[src/rtl/core/ebi_pkg.sv]
`timescale 1ns / 1ps

package ebi_pkg;

    localparam int IDX_W     = 4;
    localparam int POS_W     = 32;
    localparam int AMP_W     = 16;
    localparam int PROD_W    = POS_W + AMP_W;
    localparam int STEP_W    = 4;
    localparam int S_TDATA_W = 56;
    localparam int M_TDATA_W = 16;

    localparam logic FUNC_WRITE = 1'b0;
    localparam logic FUNC_QUERY = 1'b1;

    localparam logic [STEP_W-1:0] STEP_LAST = '1;

    typedef enum logic [2:0] {
        ST_IDLE,
        ST_SCAN,
        ST_MUL,
        ST_DIV,
        ST_ADD,
        ST_FINISH
    } ebi_state_t;

endpackage

[src/rtl/core/envelope_breakpoint_interpolator.sv]
`timescale 1ns / 1ps

// Envelope breakpoint interpolator. A request with tuser low writes one breakpoint (position,
// amplitude) into a small table; it gives no result. A request with tuser high queries the
// amplitude at a position: the table is read one entry per clock cycle from entry 0 until the
// first breakpoint at or after the query, or until the last breakpoint set by cfg_wr_data. A
// hit on entry 0, or a query past the end, then goes to the finish state, which loads the
// output register; any other hit first interpolates linearly with a bit-serial shift-add
// multiply, a restoring divide and an add step. No new request is taken until the query has
// left the finish state. The result sits in an output register, so the next request is taken
// while it waits; a query that finishes while that register is still full waits until it
// drains. Table entries hold no reset value and must be written before a query reaches them.
module envelope_breakpoint_interpolator
    import ebi_pkg::*;
#(
    parameter int BREAKPOINTS = 16
) (
    input  logic                 aclk,
    input  logic                 aresetn,
    input  logic                 cfg_wr_en,
    input  logic [IDX_W-1:0]     cfg_wr_data,
    input  logic                 s_tvalid,
    output logic                 s_tready,
    // entry_index[3:0], position[35:4], amplitude_in[51:36], zero pad
    input  logic [S_TDATA_W-1:0] s_tdata,
    // func
    input  logic                 s_tuser,
    output logic                 m_tvalid,
    input  logic                 m_tready,
    // amplitude_out[15:0]
    output logic [M_TDATA_W-1:0] m_tdata,
    // past_end
    output logic                 m_tuser
);

    localparam int AW = (BREAKPOINTS > 1) ? $clog2(BREAKPOINTS) : 1;

    logic [POS_W-1:0] pos_mem [BREAKPOINTS];
    logic [AMP_W-1:0] amp_mem [BREAKPOINTS];

    ebi_state_t state_reg, state_next;
    logic [IDX_W-1:0]  last_bp_reg, last_bp_next;
    logic              m_tvalid_reg, m_tvalid_next;
    logic [AMP_W-1:0]  m_amp_reg, m_amp_next;
    logic              m_past_reg, m_past_next;

    logic [IDX_W-1:0]  idx_reg, idx_next;
    logic [IDX_W-1:0]  lim_reg, lim_next;
    logic [STEP_W-1:0] cnt_reg, cnt_next;
    logic [POS_W-1:0]  query_reg, query_next;
    logic [POS_W-1:0]  prev_pos_reg, prev_pos_next;
    logic [AMP_W-1:0]  prev_amp_reg, prev_amp_next;
    logic [POS_W-1:0]  n_reg, n_next;
    logic [POS_W-1:0]  d_reg, d_next;
    logic [AMP_W-1:0]  a1_reg, a1_next;
    logic              neg_reg, neg_next;
    logic [PROD_W-1:0] prod_reg, prod_next;
    logic [AMP_W-1:0]  res_amp_reg, res_amp_next;
    logic              res_past_reg, res_past_next;

    logic [POS_W-1:0] rd_pos_reg;
    logic [AMP_W-1:0] rd_amp_reg;
    logic [IDX_W-1:0] rd_idx;

    logic [IDX_W-1:0] in_index;
    logic [POS_W-1:0] in_pos;
    logic [AMP_W-1:0] in_amp;
    logic             in_accept;
    logic             out_free;
    logic             hit;
    logic [AMP_W-1:0] amp_diff;
    logic [POS_W:0]   mul_sum;
    logic [POS_W:0]   div_trial;
    logic             div_ge;
    logic [POS_W:0]   div_rem;

    assign in_index  = s_tdata[IDX_W-1:0];
    assign in_pos    = s_tdata[IDX_W+POS_W-1:IDX_W];
    assign in_amp    = s_tdata[IDX_W+POS_W+AMP_W-1:IDX_W+POS_W];
    assign s_tready  = (state_reg == ST_IDLE);
    assign in_accept = s_tvalid && s_tready;
    assign out_free  = !m_tvalid_reg || m_tready;

    assign m_tvalid = m_tvalid_reg;
    assign m_tdata  = m_amp_reg;
    assign m_tuser  = m_past_reg;

    // table write and registered read
    assign rd_idx = (state_reg == ST_SCAN) ? idx_next : '0;

    always_ff @(posedge aclk) begin
        if (in_accept && s_tuser == FUNC_WRITE && 32'(in_index) < BREAKPOINTS) begin
            pos_mem[AW'(in_index)] <= in_pos;
            amp_mem[AW'(in_index)] <= in_amp;
        end
        rd_pos_reg <= pos_mem[AW'(rd_idx)];
        rd_amp_reg <= amp_mem[AW'(rd_idx)];
    end

    assign hit      = rd_pos_reg >= query_reg;
    assign amp_diff = (rd_amp_reg >= prev_amp_reg) ? rd_amp_reg - prev_amp_reg
                                                   : prev_amp_reg - rd_amp_reg;

    // shift-add multiply, one multiplier bit per cycle
    assign mul_sum = {1'b0, prod_reg[PROD_W-1:AMP_W]}
                   + (prod_reg[0] ? {1'b0, n_reg} : {(POS_W+1){1'b0}});

    // restoring divide, one quotient bit per cycle
    assign div_trial = {prod_reg[PROD_W-1:AMP_W], prod_reg[AMP_W-1]};
    assign div_ge    = div_trial >= {1'b0, d_reg};
    assign div_rem   = div_ge ? div_trial - {1'b0, d_reg} : div_trial;

    always_comb begin
        state_next    = state_reg;
        last_bp_next  = last_bp_reg;
        m_tvalid_next = m_tvalid_reg;
        m_amp_next    = m_amp_reg;
        m_past_next   = m_past_reg;
        idx_next      = idx_reg;
        lim_next      = lim_reg;
        cnt_next      = cnt_reg;
        query_next    = query_reg;
        prev_pos_next = prev_pos_reg;
        prev_amp_next = prev_amp_reg;
        n_next        = n_reg;
        d_next        = d_reg;
        a1_next       = a1_reg;
        neg_next      = neg_reg;
        prod_next     = prod_reg;
        res_amp_next  = res_amp_reg;
        res_past_next = res_past_reg;

        if (cfg_wr_en) begin
            last_bp_next = cfg_wr_data;
        end
        if (m_tvalid_reg && m_tready) begin
            m_tvalid_next = 1'b0;
        end

        case (state_reg)
            ST_IDLE: begin
                if (in_accept && s_tuser == FUNC_QUERY) begin
                    query_next = in_pos;
                    idx_next   = '0;
                    lim_next   = (32'(last_bp_reg) >= BREAKPOINTS) ?
                                 IDX_W'(BREAKPOINTS - 1) : last_bp_reg;
                    state_next = ST_SCAN;
                end
            end
            ST_SCAN: begin
                if (hit && idx_reg == '0) begin
                    res_amp_next  = rd_amp_reg;
                    res_past_next = 1'b0;
                    state_next    = ST_FINISH;
                end else if (hit) begin
                    n_next        = query_reg - prev_pos_reg;
                    d_next        = rd_pos_reg - prev_pos_reg;
                    a1_next       = prev_amp_reg;
                    neg_next      = rd_amp_reg < prev_amp_reg;
                    prod_next     = {{POS_W{1'b0}}, amp_diff};
                    cnt_next      = '0;
                    res_past_next = 1'b0;
                    state_next    = ST_MUL;
                end else if (idx_reg == lim_reg) begin
                    res_amp_next  = rd_amp_reg;
                    res_past_next = 1'b1;
                    state_next    = ST_FINISH;
                end else begin
                    prev_pos_next = rd_pos_reg;
                    prev_amp_next = rd_amp_reg;
                    idx_next      = idx_reg + 1'b1;
                end
            end
            ST_MUL: begin
                prod_next = {mul_sum, prod_reg[AMP_W-1:1]};
                cnt_next  = cnt_reg + 1'b1;
                if (cnt_reg == STEP_LAST) begin
                    state_next = ST_DIV;
                end
            end
            ST_DIV: begin
                prod_next = {div_rem[POS_W-1:0], prod_reg[AMP_W-2:0], div_ge};
                cnt_next  = cnt_reg + 1'b1;
                if (cnt_reg == STEP_LAST) begin
                    state_next = ST_ADD;
                end
            end
            ST_ADD: begin
                res_amp_next = neg_reg ? a1_reg - prod_reg[AMP_W-1:0]
                                       : a1_reg + prod_reg[AMP_W-1:0];
                state_next   = ST_FINISH;
            end
            ST_FINISH: begin
                if (out_free) begin
                    m_tvalid_next = 1'b1;
                    m_amp_next    = res_amp_reg;
                    m_past_next   = res_past_reg;
                    state_next    = ST_IDLE;
                end
            end
            default: begin
                state_next = ST_IDLE;
            end
        endcase
    end

    always_ff @(posedge aclk) begin
        if (!aresetn) begin
            state_reg    <= ST_IDLE;
            last_bp_reg  <= '0;
            m_tvalid_reg <= 1'b0;
        end else begin
            state_reg    <= state_next;
            last_bp_reg  <= last_bp_next;
            m_tvalid_reg <= m_tvalid_next;
        end
    end

    always_ff @(posedge aclk) begin
        m_amp_reg    <= m_amp_next;
        m_past_reg   <= m_past_next;
        idx_reg      <= idx_next;
        lim_reg      <= lim_next;
        cnt_reg      <= cnt_next;
        query_reg    <= query_next;
        prev_pos_reg <= prev_pos_next;
        prev_amp_reg <= prev_amp_next;
        n_reg        <= n_next;
        d_reg        <= d_next;
        a1_reg       <= a1_next;
        neg_reg      <= neg_next;
        prod_reg     <= prod_next;
        res_amp_reg  <= res_amp_next;
        res_past_reg <= res_past_next;
    end

    // a finished result waits while the output register is still full
    assert property (@(posedge aclk) disable iff (!aresetn)
        (state_reg == ST_FINISH && m_tvalid_reg && !m_tready) |=> (state_reg == ST_FINISH))
        else $error("result left finish state while output was full");

    // a new result only comes out of the finish state
    assert property (@(posedge aclk) disable iff (!aresetn)
        (!m_tvalid_reg && state_reg != ST_FINISH) |=> !m_tvalid_reg)
        else $error("result appeared without a finished query");

    // serial arithmetic always starts from step zero
    assert property (@(posedge aclk) disable iff (!aresetn)
        (state_reg == ST_SCAN && state_next == ST_MUL) |=> (cnt_reg == '0))
        else $error("multiply started with a stale step count");

endmodule

[config.mk]
export PLATFORM = sky130hd
export DESIGN_NAME = envelope_breakpoint_interpolator
export DESIGN_NICKNAME = d
export VERILOG_FILES = /design/src/rtl/core/ebi_pkg.sv /design/src/rtl/core/envelope_breakpoint_interpolator.sv
export SDC_FILE = /design/constraint.sdc
export NUM_CORES = 2
export LEC_CHECK = 0
export ABC_AREA = 1
export BUFFER_PORTS_ARGS = -buffer_cell sky130_fd_sc_hd__buf_2
export CAP_MARGIN = 20
export CORE_ASPECT_RATIO = 1.4
export CORE_MARGIN = 8
export CORE_UTILIZATION = 40
export CTS_CLUSTER_DIAMETER = 60
export DETAILED_ROUTE_END_ITERATION = 6
export GPL_TIMING_DRIVEN = 0
export SKIP_LAST_GASP = 1
export SYNTH_ARGS = -nofsm -noshare
export SYNTH_HDL_FRONTEND = slang
export SYNTH_SLANG_ARGS = --single-unit
export TNS_END_PERCENT = 1
[constraint.sdc]
create_clock -name aclk -period 6 [get_ports aclk]
set_input_delay 1.2 -clock aclk [delete_from_list [all_inputs] [get_ports aclk]]
set_output_delay 1.2 -clock aclk [all_outputs]
set_load 0.01 [all_outputs]
==> impl_results.md <==
* Status: complete, no violations
* Sequential Power Share at between 30% and 40%
* Tot GR Track Use at about 24%
* Final nets at 6383
* Overall die width at 332 µm
* CP Launch Type: register
* Pwr dens at 512 mW/mm²
* HPWL after DPL at approximately 140000 µm
* Syn Area/Cell at 9.51 µm²
* Internal Dissipation at about 18 mW
* Ys flop type: edfxtp_1
* Yosys top cell by area: edfxtp_1
* Clock root buffer: clkbuf_16
* Initial antenna violation count at 20
* Post-CTS Resized at 0
* Fmax at 224 MHz
* Cts hold-fix bufs at 0
* Clock Skews at between 0.05 and 0.06 ns
* Bufs on Longest Clock Path at 3
* GP Congestion at around 0.93
* Count leader, synth: inv_1
* WP data arrival at approximately 5 ns
* Routed len/inst at around 24 µm
* Post-synth EDFFs at roughly 1000
* Post-CTS Setup Bufs at 0
* Post-synthesis adder-cell area fraction at 4.91%
* Total Negative Setup Slacks at 0 ns
* Final setup viols at 0
* Sw Ratio at 45.5%
* P&R area growth vs syn at 13.2%
* Post-synth top area share at between 50% and 60%
* Gr ovfl total at 0
* Die H at 458 µm
* Comb power frac at a little under half
* Initial core utilization at about two fifths
* Number of global-route vias before repair at approximately 43000
* CTS sink count at 1079
* Final worst slack at around 1.5 ns
* Pre-CTS setup slack at ~1.5 ns
* Final instance area at 0.0632 mm²
* Row count at 162
* TritonCTS buffer count at ~110
* Seq cells post-synth at around 1100
* Sequential fraction of the synthesis area at between 50% and 60%
* Async SR Flop Fraction at 0%
* Core Util, Final at 45.5%
* Crit path max fanout at 10
* Slew margin rel. at roughly a fifth
* Initial DRC count at 3695
* Area after DPL at slightly below 0.06 mm²
* Inst Count DP at about 8000
* Most frequent cells after synthesis: 1167 x inv_1, 1019 x edfxtp_1, 972 x nand2_1
* Max Slew Vio Count at 0
* Largest net degree at the start of global routing at 39
* Non-Filler Instances at about 8000
* Drt drc at 0
* Final Critical Period at ~4.5 ns
* Clock Power Share at 21.7%
* Warnings from Yosys at 0
* Wirelength, routed at roughly 190000 µm
* Leak pwr at approximately 27 nW
* First-pass GRT wire length at 274000 µm
* Via/cell ratio at ~5.4
* Pre-antenna DRT Iters at 6
* Syn nets at about 6000
* Final hold violation count at 0
* Final hold slack at 0.417 ns
* CTS tree: done
* Clk_lat worst skew at around 0.76 ns
* Power Total at roughly 32 mW
* Core Area at 0.139 mm²
* Synth Instances at between 5000 and 6000
* Post-Synth Simple-Gate Area at 20.3%
* Post-route ant nets at 0
* RSZ-0062 raised after global routing: no
* Xor-xnor portion of the synthesized cell area at between 2 and 2.5%
* Crit share post-route at 74.3%
* Max-Cap Viols at 0
* Sw power at 14.7 mW
* Synth Cell Area at approximately 0.056 mm²
* I/O pins at 85
* Top post-synthesis cells by area: edfxtp_1 55%, inv_1 7.8%, nand3_1 6.8%
* Clock transition at path regs at roughly 0.07 ns
* Netlist cell types at between 40 and 50
* Critical path required time at between 6 and 7 ns
* Share of cells above drive strength 1 at roughly 8.0%
* Worst Tran Pin Value at around 1.2 ns
* Main combinational cell family by area after synthesis: simple AND/OR/NAND/NOR gates
* Port Buf Inserts at 80
* Max reg flops at approximately 510
* H-tree Lvls at 3
* Mux cell area share after synthesis at 0%
* Compound-Gate Fraction of Synth Area at roughly 5.6%
* Hold/Removal Path Class: register to register
* Die area at between 0.15 and 0.2 mm²
* Setup CP Type: register to register
* Vias at roughly 43000
* Worst Setup End Kind: register
* Max VDD drop at roughly 0.00025 V
cell usage in the layout, fill, tap and decap left out, drive strengths merged, types with 2 or more instances in the layout:
cell type | synthesis | routed
a31oi | 13 | 13
clkinv | 1 | 43
nor3 | 28 | 28
a211oi | 2 | 2
o21a | 17 | 17
inv | 1173 | 1187
clkinvlp | 0 | 5
nand3b | 16 | 16
nand3 | 764 | 764
xnor2 | 46 | 46
nor4 | 9 | 9
nand4 | 406 | 406
a221oi | 7 | 7
o31ai | 5 | 5
diode | 0 | 14
bufinv | 0 | 9
o22ai | 3 | 3
o221ai | 18 | 18
a22oi | 5 | 5
o21bai | 13 | 13
or2 | 10 | 10
a21oi | 239 | 239
nor2 | 222 | 222
fa | 7 | 7
o211ai | 14 | 14
edfxtp | 1019 | 1019
xor2 | 84 | 84
buf | 172 | 294
o21ai | 193 | 193
a21o | 15 | 15
a21boi | 11 | 11
ha | 208 | 208
nand2 | 978 | 978
dfxtp | 60 | 60
clkbuf | 108 | 244
layer usage:
layer  track usage [%]  part of all wire, %
met3              3.90                  6.6
met5                 0                0.063
met1              26.5                   36
met4              13.8                  6.1
met2              44.2                   51
final cells by class:
cell class,count,area [µm²]
plain buffers,280,1330
multi-input cells,3336,18500
repair buffers,122,1260
clock buffers,136,2920
flip-flops and latches,1079,31800
well taps,1804,2260
inverters,1174,4410
fillers,13100,75600
diodes,14,35.0
clock inverters,70,734
final timing paths:
kind                                           startpoint                     end  slack (ns)  cells past startpoint
worst max-delay path               query_reg[1]$_DFFE_PP_  rd_pos_reg[10]$_DFF_P_        1.54                     18
worst min-delay path            res_amp_reg[10]$_DFFE_PP_   m_tdata[10]$_DFFE_PP_        0.42                      0
worst max register to register     query_reg[1]$_DFFE_PP_  rd_pos_reg[10]$_DFF_P_        1.54                     18
worst min register to register  res_amp_reg[10]$_DFFE_PP_   m_tdata[10]$_DFFE_PP_        0.42                      0
kinds of logic after synthesis:
| logic type | count (synthesis) |
|---|---|
| AOI/OAI and AO/OA | 556 |
| buffers and inverters | 1454 |
| adders and majority gates | 215 |
| and+or+nand+nor | 2435 |
| DFF | 1079 |
| xor gates and xnor gates | 130 |
critical path, cell delays in order, from the launching register on:
cell and delay [ns]:
edfxtp_1 0.40, inv_1 0.11, ha_1 0.31, nand2_1 0.06
nor2_1 0.40, nand2_1 0.12, nor2_1 0.10, nor2_1 0.05
nand2_1 0.13, nand2_2 0.15, nand2_2 0.15, inv_2 0.07
nand2_1 0.07, nand3_2 0.41, inv_2 0.31, clkbuf_1 0.90
nand3_1 0.26, nand3_1 0.24, nand2_1 0.08
power by group through the flow:
stage	logic [mW]	clock network, mW	registers [mW]
after floorplan	9.56	0	9.85
after global placement	14.9	0	10.2
after detailed placement	15.1	0	10.1
after CTS	15.2	7.10	9.93
after global routing	16.6	7.35	10.0
final	15.4	7.01	9.93
Power figures use the tool's default switching activity.
